### src/cts_pkg.sv
// ----------------------------------------------------------------------------
// Capacitive touch scan package
// Shared widths, record types, register indexes and gesture codes.
// ----------------------------------------------------------------------------
package cts_pkg;

  // Geometry of the scanner.
  localparam int NUM_BUTTONS = 4;
  localparam int ROUND_LOG2  = 3;
  localparam int ROUNDS      = 1 << ROUND_LOG2;
  localparam int TICK_BITS   = 24;
  localparam int SUM_BITS    = TICK_BITS + ROUND_LOG2;
  localparam int RCNT_W      = (ROUND_LOG2 > 0) ? ROUND_LOG2 : 1;
  localparam int BTN_W       = $clog2(NUM_BUTTONS + 1);

  // Configuration register widths.
  localparam int THR_W      = 24;
  localparam int SLIDE_W    = 2;
  localparam int CFG_IDX_W  = 2;
  localparam int CFG_DATA_W = 24;

  // Queue depths between and after the two halves.
  localparam int SQ_DEPTH  = 2;
  localparam int SQ_PTR_W  = $clog2(SQ_DEPTH);
  localparam int SQ_CNT_W  = $clog2(SQ_DEPTH + 1);
  localparam int OQ_DEPTH  = 4;
  localparam int OQ_PTR_W  = $clog2(OQ_DEPTH);
  localparam int OQ_CNT_W  = $clog2(OQ_DEPTH + 1);

  // Register indexes on the configuration port.
  localparam logic [CFG_IDX_W-1:0] CFG_THRESHOLD  = 2'd0;
  localparam logic [CFG_IDX_W-1:0] CFG_SLIDE_DLT  = 2'd1;
  localparam logic [CFG_IDX_W-1:0] CFG_SLIDE_ONLY = 2'd2;

  // Register reset values.
  localparam logic [THR_W-1:0]   THRESHOLD_RST = 24'd64;
  localparam logic [SLIDE_W-1:0] SLIDE_DLT_RST = 2'd2;

  // Gesture kinds.
  localparam logic [1:0] KIND_POINT = 2'd0;
  localparam logic [1:0] KIND_RIGHT = 2'd1;
  localparam logic [1:0] KIND_LEFT  = 2'd2;

  typedef logic [TICK_BITS-1:0] tick_t;

  // One finished scan: per-button averages and the calibrate flag.
  typedef struct packed {
    tick_t [NUM_BUTTONS-1:0] avg;
    logic                    cal;
  } scan_t;

  // Live configuration.
  typedef struct packed {
    logic [THR_W-1:0]   threshold;
    logic [SLIDE_W-1:0] slide_gap;
    logic               drop_points;
  } cfg_t;

  // One result item.
  typedef struct packed {
    logic [BTN_W-1:0] touched;
    logic             gvalid;
    logic [1:0]       kind;
    logic [BTN_W-1:0] down;
    logic [BTN_W-1:0] up;
  } result_t;

endpackage

### src/cap_touch_scan_gesture_top.sv
// ----------------------------------------------------------------------------
// Capacitive touch scanner with gesture tracking
// Averages rounds of RC discharge times, finds the touched button against a
// calibrated baseline and reports point and slide gestures.
// ----------------------------------------------------------------------------
// Channel   Direction  Handshake           Transfer when
// input     in         push / full         push && !full
// result    out        empty / pop         pop && !empty
// config    in         cfg_valid/cfg_ready cfg_valid_i && cfg_ready_o
//
// One round is taken per cycle unless the input stalls; a result follows every ROUNDS rounds.
// A completing round enters a two-entry scan queue; from there a scan passes the
// registered delta stage and then the search and tracker stage into the result queue.
// Reset clears sums, baseline, round count and tracker at once.
// The input stalls only on a scan-completing round while the scan queue is
// full; the back end stalls while its four-entry result queue has no room.
// ----------------------------------------------------------------------------
module cap_touch_scan_gesture_top (
  input  logic                          clk_i,
  input  logic                          rst_ni,
  input  logic                          push,
  output logic                          full,
  input  logic [23:0]                   tick_b0_i,
  input  logic [23:0]                   tick_b1_i,
  input  logic [23:0]                   tick_b2_i,
  input  logic [23:0]                   tick_b3_i,
  input  logic                          calibrate_i,
  output logic                          empty,
  input  logic                          pop,
  output logic [2:0]                    touched_button_o,
  output logic                          gesture_valid_o,
  output logic [1:0]                    gesture_kind_o,
  output logic [2:0]                    down_button_o,
  output logic [2:0]                    up_button_o,
  input  logic                          cfg_valid_i,
  output logic                          cfg_ready_o,
  input  logic [cts_pkg::CFG_IDX_W-1:0]  cfg_index_i,
  input  logic [cts_pkg::CFG_DATA_W-1:0] cfg_data_i
);
  import cts_pkg::*;

  tick_t [NUM_BUTTONS-1:0] ticks;
  cfg_t                    cfg;
  logic                    sq_valid;
  scan_t                   sq_data;
  logic                    sq_pop;
  result_t                 result;

  assign ticks[0] = tick_b0_i[TICK_BITS-1:0];
  assign ticks[1] = tick_b1_i[TICK_BITS-1:0];
  assign ticks[2] = tick_b2_i[TICK_BITS-1:0];
  assign ticks[3] = tick_b3_i[TICK_BITS-1:0];

  cts_cfg u_cfg (
    .clk_i       (clk_i),
    .rst_ni      (rst_ni),
    .cfg_valid_i (cfg_valid_i),
    .cfg_index_i (cfg_index_i),
    .cfg_data_i  (cfg_data_i),
    .cfg_ready_o (cfg_ready_o),
    .cfg_o       (cfg)
  );

  cts_front u_front (
    .clk_i       (clk_i),
    .rst_ni      (rst_ni),
    .push_i      (push),
    .full_o      (full),
    .ticks_i     (ticks),
    .calibrate_i (calibrate_i),
    .sq_valid_o  (sq_valid),
    .sq_data_o   (sq_data),
    .sq_pop_i    (sq_pop)
  );

  cts_back u_back (
    .clk_i      (clk_i),
    .rst_ni     (rst_ni),
    .cfg_i      (cfg),
    .sq_valid_i (sq_valid),
    .sq_data_i  (sq_data),
    .sq_pop_o   (sq_pop),
    .pop_i      (pop),
    .empty_o    (empty),
    .result_o   (result)
  );

  assign touched_button_o = 3'(result.touched);
  assign gesture_valid_o  = result.gvalid;
  assign gesture_kind_o   = result.kind;
  assign down_button_o    = 3'(result.down);
  assign up_button_o      = 3'(result.up);

endmodule

### src/cts_cfg.sv
// ----------------------------------------------------------------------------
// Capacitive touch configuration registers
// Holds the threshold and gesture options written over the config port.
// ----------------------------------------------------------------------------
module cts_cfg (
  input  logic                          clk_i,
  input  logic                          rst_ni,
  input  logic                          cfg_valid_i,
  input  logic [cts_pkg::CFG_IDX_W-1:0]  cfg_index_i,
  input  logic [cts_pkg::CFG_DATA_W-1:0] cfg_data_i,
  output logic                          cfg_ready_o,
  output cts_pkg::cfg_t                 cfg_o
);
  import cts_pkg::*;

  cfg_t cfg_d, cfg_q;

  // Writes are always taken; unknown indexes are dropped.
  assign cfg_ready_o = 1'b1;

  always_comb begin
    cfg_d = cfg_q;
    if (cfg_valid_i) begin
      unique case (cfg_index_i)
        CFG_THRESHOLD:  cfg_d.threshold   = cfg_data_i[THR_W-1:0];
        CFG_SLIDE_DLT:  cfg_d.slide_gap   = cfg_data_i[SLIDE_W-1:0];
        CFG_SLIDE_ONLY: cfg_d.drop_points = cfg_data_i[0];
        default: ;
      endcase
    end
  end

  always_ff @(posedge clk_i or negedge rst_ni) begin
    if (!rst_ni) begin
      cfg_q.threshold   <= THRESHOLD_RST;
      cfg_q.slide_gap   <= SLIDE_DLT_RST;
      cfg_q.drop_points <= 1'b0;
    end else begin
      cfg_q <= cfg_d;
    end
  end

  assign cfg_o = cfg_q;

endmodule

### src/cts_front.sv
// ----------------------------------------------------------------------------
// Capacitive touch scan front end
// Accumulates rounds of discharge ticks and queues each finished scan.
// ----------------------------------------------------------------------------
module cts_front (
  input  logic                                 clk_i,
  input  logic                                 rst_ni,
  input  logic                                 push_i,
  output logic                                 full_o,
  input  cts_pkg::tick_t [cts_pkg::NUM_BUTTONS-1:0] ticks_i,
  input  logic                                 calibrate_i,
  output logic                                 sq_valid_o,
  output cts_pkg::scan_t                       sq_data_o,
  input  logic                                 sq_pop_i
);
  import cts_pkg::*;

  logic [SUM_BITS-1:0] sums_q [NUM_BUTTONS];
  logic [SUM_BITS-1:0] sum_next [NUM_BUTTONS];
  logic [RCNT_W-1:0]   rcnt_d, rcnt_q;
  logic                last_round;
  logic                accept;
  logic                sq_push;
  scan_t               scan_d;

  scan_t               sq_mem [SQ_DEPTH];
  logic [SQ_PTR_W-1:0] wr_ptr_q, rd_ptr_q;
  logic [SQ_CNT_W-1:0] sq_count_d, sq_count_q;

  // Input side stalls only on the round that would need a queue slot.
  assign last_round = (rcnt_q == RCNT_W'(ROUNDS - 1));
  assign full_o     = last_round && (sq_count_q == SQ_CNT_W'(SQ_DEPTH));
  assign accept     = push_i && !full_o;
  assign sq_push    = accept && last_round;

  // Running sums and the averages of a completing scan.
  always_comb begin
    for (int b = 0; b < NUM_BUTTONS; b++) begin
      sum_next[b]   = sums_q[b] + SUM_BITS'(ticks_i[b]);
      scan_d.avg[b] = sum_next[b][ROUND_LOG2 +: TICK_BITS];
    end
    scan_d.cal = calibrate_i;
  end

  assign rcnt_d = last_round ? '0 : rcnt_q + RCNT_W'(1);

  always_ff @(posedge clk_i or negedge rst_ni) begin
    if (!rst_ni) begin
      rcnt_q <= '0;
      for (int b = 0; b < NUM_BUTTONS; b++) begin
        sums_q[b] <= '0;
      end
    end else if (accept) begin
      rcnt_q <= rcnt_d;
      for (int b = 0; b < NUM_BUTTONS; b++) begin
        sums_q[b] <= last_round ? '0 : sum_next[b];
      end
    end
  end

  // Scan queue toward the back end.
  assign sq_count_d = sq_count_q + SQ_CNT_W'(sq_push) - SQ_CNT_W'(sq_pop_i);

  always_ff @(posedge clk_i or negedge rst_ni) begin
    if (!rst_ni) begin
      wr_ptr_q   <= '0;
      rd_ptr_q   <= '0;
      sq_count_q <= '0;
    end else begin
      sq_count_q <= sq_count_d;
      if (sq_push) begin
        wr_ptr_q <= wr_ptr_q + SQ_PTR_W'(1);
      end
      if (sq_pop_i) begin
        rd_ptr_q <= rd_ptr_q + SQ_PTR_W'(1);
      end
    end
  end

  always_ff @(posedge clk_i) begin
    if (sq_push) begin
      sq_mem[wr_ptr_q] <= scan_d;
    end
  end

  assign sq_valid_o = (sq_count_q != '0);
  assign sq_data_o  = sq_mem[rd_ptr_q];

endmodule

### src/cts_back.sv
// ----------------------------------------------------------------------------
// Capacitive touch scan back end
// Baseline compare, touched-button search, gesture tracking and result queue.
// ----------------------------------------------------------------------------
module cts_back (
  input  logic                 clk_i,
  input  logic                 rst_ni,
  input  cts_pkg::cfg_t        cfg_i,
  input  logic                 sq_valid_i,
  input  cts_pkg::scan_t       sq_data_i,
  output logic                 sq_pop_o,
  input  logic                 pop_i,
  output logic                 empty_o,
  output cts_pkg::result_t     result_o
);
  import cts_pkg::*;

  // Delta stage.
  tick_t                  baseline_q [NUM_BUTTONS];
  tick_t                  delta_d [NUM_BUTTONS];
  tick_t                  delta_q [NUM_BUTTONS];
  logic [NUM_BUTTONS-1:0] hit_d, hit_q;
  logic                   a_valid_q;
  logic                   take;

  // Search and tracker stage.
  tick_t                  best;
  logic [BTN_W-1:0]       found;
  logic                   trk_d, trk_q;
  logic [BTN_W-1:0]       first_d, first_q;
  logic [BTN_W-1:0]       last_d, last_q;
  logic [BTN_W-1:0]       sdelta;
  result_t                res;

  // Result queue.
  result_t                oq_mem [OQ_DEPTH];
  logic [OQ_PTR_W-1:0]    oq_wr_q, oq_rd_q;
  logic [OQ_CNT_W-1:0]    oq_count_q;
  logic                   oq_pop;

  // Take a scan only when the result queue has room for everything in flight.
  assign take = sq_valid_i &&
                ((OQ_CNT_W + 1)'(oq_count_q) + (OQ_CNT_W + 1)'(a_valid_q)
                 < (OQ_CNT_W + 1)'(OQ_DEPTH));
  assign sq_pop_o = take;

  // Per-button delta above baseline and threshold hit.
  always_comb begin
    for (int b = 0; b < NUM_BUTTONS; b++) begin
      delta_d[b] = (sq_data_i.avg[b] > baseline_q[b]) ?
                   sq_data_i.avg[b] - baseline_q[b] : '0;
      hit_d[b]   = !sq_data_i.cal && (delta_d[b] > cfg_i.threshold);
    end
  end

  always_ff @(posedge clk_i or negedge rst_ni) begin
    if (!rst_ni) begin
      a_valid_q <= 1'b0;
      for (int b = 0; b < NUM_BUTTONS; b++) begin
        baseline_q[b] <= '0;
      end
    end else begin
      a_valid_q <= take;
      if (take && sq_data_i.cal) begin
        for (int b = 0; b < NUM_BUTTONS; b++) begin
          baseline_q[b] <= sq_data_i.avg[b];
        end
      end
    end
  end

  always_ff @(posedge clk_i) begin
    if (take) begin
      delta_q <= delta_d;
      hit_q   <= hit_d;
    end
  end

  // Largest qualifying delta; the lowest button wins a tie.
  always_comb begin
    best  = '0;
    found = '0;
    for (int b = 0; b < NUM_BUTTONS; b++) begin
      if (hit_q[b] && (delta_q[b] > best)) begin
        best  = delta_q[b];
        found = BTN_W'(b + 1);
      end
    end
  end

  // Gesture tracker: press, hold and release with slide classification.
  assign sdelta = BTN_W'(cfg_i.slide_gap);

  always_comb begin
    trk_d       = trk_q;
    first_d     = first_q;
    last_d      = last_q;
    res         = '0;
    res.touched = found;
    if (!trk_q) begin
      if (found != '0) begin
        trk_d   = 1'b1;
        first_d = found;
        last_d  = found;
      end
    end else if (found != '0) begin
      last_d = found;
    end else begin
      trk_d = 1'b0;
      priority if ((last_q > first_q) && ((last_q - first_q) >= sdelta)) begin
        res.gvalid = 1'b1;
        res.kind   = KIND_RIGHT;
        res.down   = first_q;
        res.up     = last_q;
      end else if ((first_q > last_q) && ((first_q - last_q) >= sdelta)) begin
        res.gvalid = 1'b1;
        res.kind   = KIND_LEFT;
        res.down   = first_q;
        res.up     = last_q;
      end else if (!cfg_i.drop_points) begin
        res.gvalid = 1'b1;
        res.kind   = KIND_POINT;
        res.down   = first_q;
        res.up     = first_q;
      end else begin
        res.gvalid = 1'b0;
      end
    end
  end

  always_ff @(posedge clk_i or negedge rst_ni) begin
    if (!rst_ni) begin
      trk_q   <= 1'b0;
      first_q <= '0;
      last_q  <= '0;
    end else if (a_valid_q) begin
      trk_q   <= trk_d;
      first_q <= first_d;
      last_q  <= last_d;
    end
  end

  // Result queue; every finished scan gives exactly one entry.
  assign empty_o = (oq_count_q == '0);
  assign oq_pop  = pop_i && !empty_o;

  always_ff @(posedge clk_i or negedge rst_ni) begin
    if (!rst_ni) begin
      oq_wr_q    <= '0;
      oq_rd_q    <= '0;
      oq_count_q <= '0;
    end else begin
      oq_count_q <= oq_count_q + OQ_CNT_W'(a_valid_q) - OQ_CNT_W'(oq_pop);
      if (a_valid_q) begin
        oq_wr_q <= oq_wr_q + OQ_PTR_W'(1);
      end
      if (oq_pop) begin
        oq_rd_q <= oq_rd_q + OQ_PTR_W'(1);
      end
    end
  end

  always_ff @(posedge clk_i) begin
    if (a_valid_q) begin
      oq_mem[oq_wr_q] <= res;
    end
  end

  assign result_o = oq_mem[oq_rd_q];

endmodule

### config.mk
export PLATFORM = sky130hd
export DESIGN_NAME = cap_touch_scan_gesture_top
export DESIGN_NICKNAME = d
export VERILOG_FILES = /design/src/cts_pkg.sv /design/src/cap_touch_scan_gesture_top.sv /design/src/cts_cfg.sv /design/src/cts_front.sv /design/src/cts_back.sv
export SDC_FILE = /design/constraint.sdc
export NUM_CORES = 1
export LEC_CHECK = 0
export BUFFER_PORTS_ARGS = -buffer_cell sky130_fd_sc_hd__buf_2
export CAP_MARGIN = 20
export CORE_ASPECT_RATIO = 0.8
export CORE_MARGIN = 10
export CORE_UTILIZATION = 58
export DETAILED_ROUTE_END_ITERATION = 10
export PLACE_DENSITY = 0.86
export SETUP_SLACK_MARGIN = 0.02
export SLEW_MARGIN = 25
export SYNTH_ARGS = -nofsm -noshare
export SYNTH_HDL_FRONTEND = slang
export SYNTH_SLANG_ARGS = --single-unit
### constraint.sdc
create_clock -name clk_i -period 8.65 [get_ports clk_i]
set_clock_uncertainty 0.1 [all_clocks]
set_input_delay 1.73 -clock clk_i [delete_from_list [all_inputs] [get_ports clk_i]]
set_output_delay 1.73 -clock clk_i [all_outputs]
set_load 0.1 [all_outputs]
==> flow_summary.toml <==
[routing]
met3WireLength_mm = 6.89
drtPass1Iterations = 8
wl_mm = 88.3
wl_per_cell_um = 20.7
via_per_inst = 6.16
route.met2.wl_mm = 40.0
routed.top_layer = "met4"
post-route-drc-count = 0
met1_length_mm = 38.4
via_count = 26200
first_iter_violations = 2531
ant_nets = 0

[cells_and_area]
nNetsFinal = 3950
diodes = 0
syn_to_final_growth_pct = 10.1
fillers = 4415
fin_cells = 4259
drive_above_1_share_pct = 12.1
final_core_util_pct = 65.0

[sta]
hold_viol_final = 0
period_needed_ps = 8130
fin_ws_ps = 516
drv_slew = 0
slew-limit-headroom_pct = 38.7
setup_viol = 0
worst_pin_slew_ps = 919
grt_setup_unrepaired = "false"
fin_tns_setup_ps = 0
period_share_pct = 94.0
fmax_mhz = 123

[critical_path]
max_stage_delay_ps = 670
rr_worst_depth = 32
arrival_ps = 8440
cp_num_cells = 32
crit_type = "flop to flop"
crit_path_start_kind = "flop"
end_kind = "flop"
cp_data_required_time_ps = 8960
path_buf_inv = 1
crit_family = "compound AO/OA/AOI/OAI gates"
crit_path_max_fanout = 54
cpMostUsedCell = "a21oi_1"
crit_slowest_cell = "or4_1"

[die]
io_pins = 143
die_h_um = 241
die-area_um2 = 71400
core_area_um2 = 60100
die_width_um = 296
placementRows = 80
start_util_pct = 59.0

[worst_hold_path]
hold_path.class = "flop to flop"
hold_depth = 2

[clock_tree]
hold_buffers = 0
clk_latency_ps = 640
clock_path_buffers = 3
clkTransAtPathRegs_ps = 60
cts.htree.levels = 2
cts_tree = "done"
cts_buffers = 57
clkSinkCount = 595
cts_root_buf = "clkbuf_16"

[synth]
synth_cell_types = 87
async_reset_ff_share_pct = 42.5
ys.flop_type = "edfxtp_1"
ys_ff_latch = 595
ys_seq_area_share_pct = 46.9
netlist_area_um2 = 35400
syn_avg_cell_area_um2 = 10.7
synth_cells = 3297
synth_fp_nets = 3816
synth-warning-count = 0
synth-edff-count = 342

[placement]
gp_routability_congestion = 0.990
dpl.cell_count = 4146
hpwl_mm = 64.0
dp_slack_ps = 313
io_buffers = 141

[global_route]
grt_max_degree = 104
grt_pass1_vias = 25700
overflow = 0
grt_use_total_pct = 24.4
grt_pass1_wl_mm = 139
antenna_found_initial = 1

[job]
cap_viol_max_count = 0

[run_status]
status = "completed"
worst paths after layout:
check                                               startpoint                             end  slack [ps]
worst max-delay path              u_back.delta_q[73]$_DFFE_PP_   u_back.oq_mem[0][0]$_DFFE_PP_         520
worst min-delay path            u_front.sums_q[54]$_DFFE_PN0P_  u_front.sums_q[54]$_DFFE_PN0P_         380
worst max register to register    u_back.delta_q[73]$_DFFE_PP_   u_back.oq_mem[0][0]$_DFFE_PP_         520
worst min register to register  u_front.sums_q[54]$_DFFE_PN0P_  u_front.sums_q[54]$_DFFE_PN0P_         380
max in group asynchronous                               rst_ni      u_cfg.cfg_o[3]$_DFFE_PN0P_        6090
min in group asynchronous                               rst_ni  u_front.sums_q[29]$_DFFE_PN0P_         920
worst min-delay path: stages, from the launching register on:
cell and delay [ps]:
dfrtp_1 350, nand2_1 50, nand2_1 50
cell families after synthesis:
| kind of cell | after synthesis | synth area share, % |
|---|---|---|
| AOI/OAI and AO/OA | 875 | 16.1 |
| xor gates and xnor gates | 178 | 4.40 |
| adders and majority gates | 391 | 14.0 |
| buffers and inverters | 303 | 3.28 |
| DFF | 595 | 46.9 |
| muxes | 129 | 4.45 |
| other | 1 | 0.0106 |
| and+or+nand+nor | 825 | 10.9 |
cells in the mapped netlist (all sizes together) (16+ instances only):
| cell type | number | area (um^2) |
|---|---|---|
| and3 | 17 | 108 |
| inv | 209 | 785 |
| dfrtp | 251 | 6280 |
| xor2 | 69 | 604 |
| nand3 | 46 | 230 |
| a21oi | 204 | 1020 |
| nor2 | 222 | 833 |
| a211oi | 34 | 260 |
| nor3 | 56 | 280 |
| nand2b | 35 | 219 |
| o21bai | 17 | 128 |
| nor2b | 40 | 258 |
| buf | 20 | 100 |
| xnor2 | 109 | 955 |
| mux2 | 107 | 1200 |
| a21o | 136 | 1020 |
| nand4 | 50 | 313 |
| a22o | 86 | 753 |
| a31oi | 16 | 100 |
| o21a | 35 | 263 |
| ha | 380 | 4750 |
| edfxtp | 342 | 10300 |
| clkbuf | 74 | 278 |
| nand2 | 279 | 1050 |
| o21ai | 243 | 1220 |
metrics by stage:
step	instance area, um^2	hold WS, ps
3_3_place_gp	37000	353
3_5_place_dp	37000	362
4_1_cts	39000	377
2_1_floorplan	35400	343
5_1_grt	39000	409
6_report	39000	377
metal layers:
metal | global-route usage [%] | up-vias
li1 | - | 12400
met3 | 4.13 | 186
met5 | 0 | -
met1 | 33.5 | 12600
met2 | 38.7 | 1017
met4 | 8.94 | 0
sequential cells by signal, summed over array words and instances (netlist names), 4 cells and up:
register / count
u_front.sq_mem: 194
u_front.sums_q: 108
u_back.baseline_q: 96
u_back.delta_q: 96
u_back.oq_mem: 48
u_cfg.cfg_o: 27
u_back.hit_q: 4
cell type report:
type / count / area, um^2 / share of cell area, %
Multi-Input combinational cell: 2400 / 17800 / 45.5
Sequential cell: 595 / 16600 / 42.6
Clock buffer: 76 / 1600 / 4.10
Tap cell: 779 / 975 / 2.50
Timing Repair Buffer: 168 / 943 / 2.42
Inverter: 209 / 785 / 2.01
Clock inverter: 32 / 357 / 0.914
placed cells by master (no fill, tap or decap), drive strengths merged, types with 35 or more instances in the layout:
cell type	n
ha	380
edfxtp	342
nand2	279
dfrtp	251
o21ai	243
nor2	222
inv	213
a21oi	205
buf	168
a21o	136
xnor2	109
mux2	107
a22o	86
clkbuf	76
xor2	69
nor3	56
nand4	50
nand3	46
nor2b	40
nand2b	35
o21a	35
timing repair:
item                                    CTS  global route
setup buffers                             0             4
endpoints found under the setup margin    0            43
gates resized for setup                   0             5
Power is left out: the tool's default activity adds up to more than one toggle a clock period on the data nets, which glitch-free logic cannot reach.
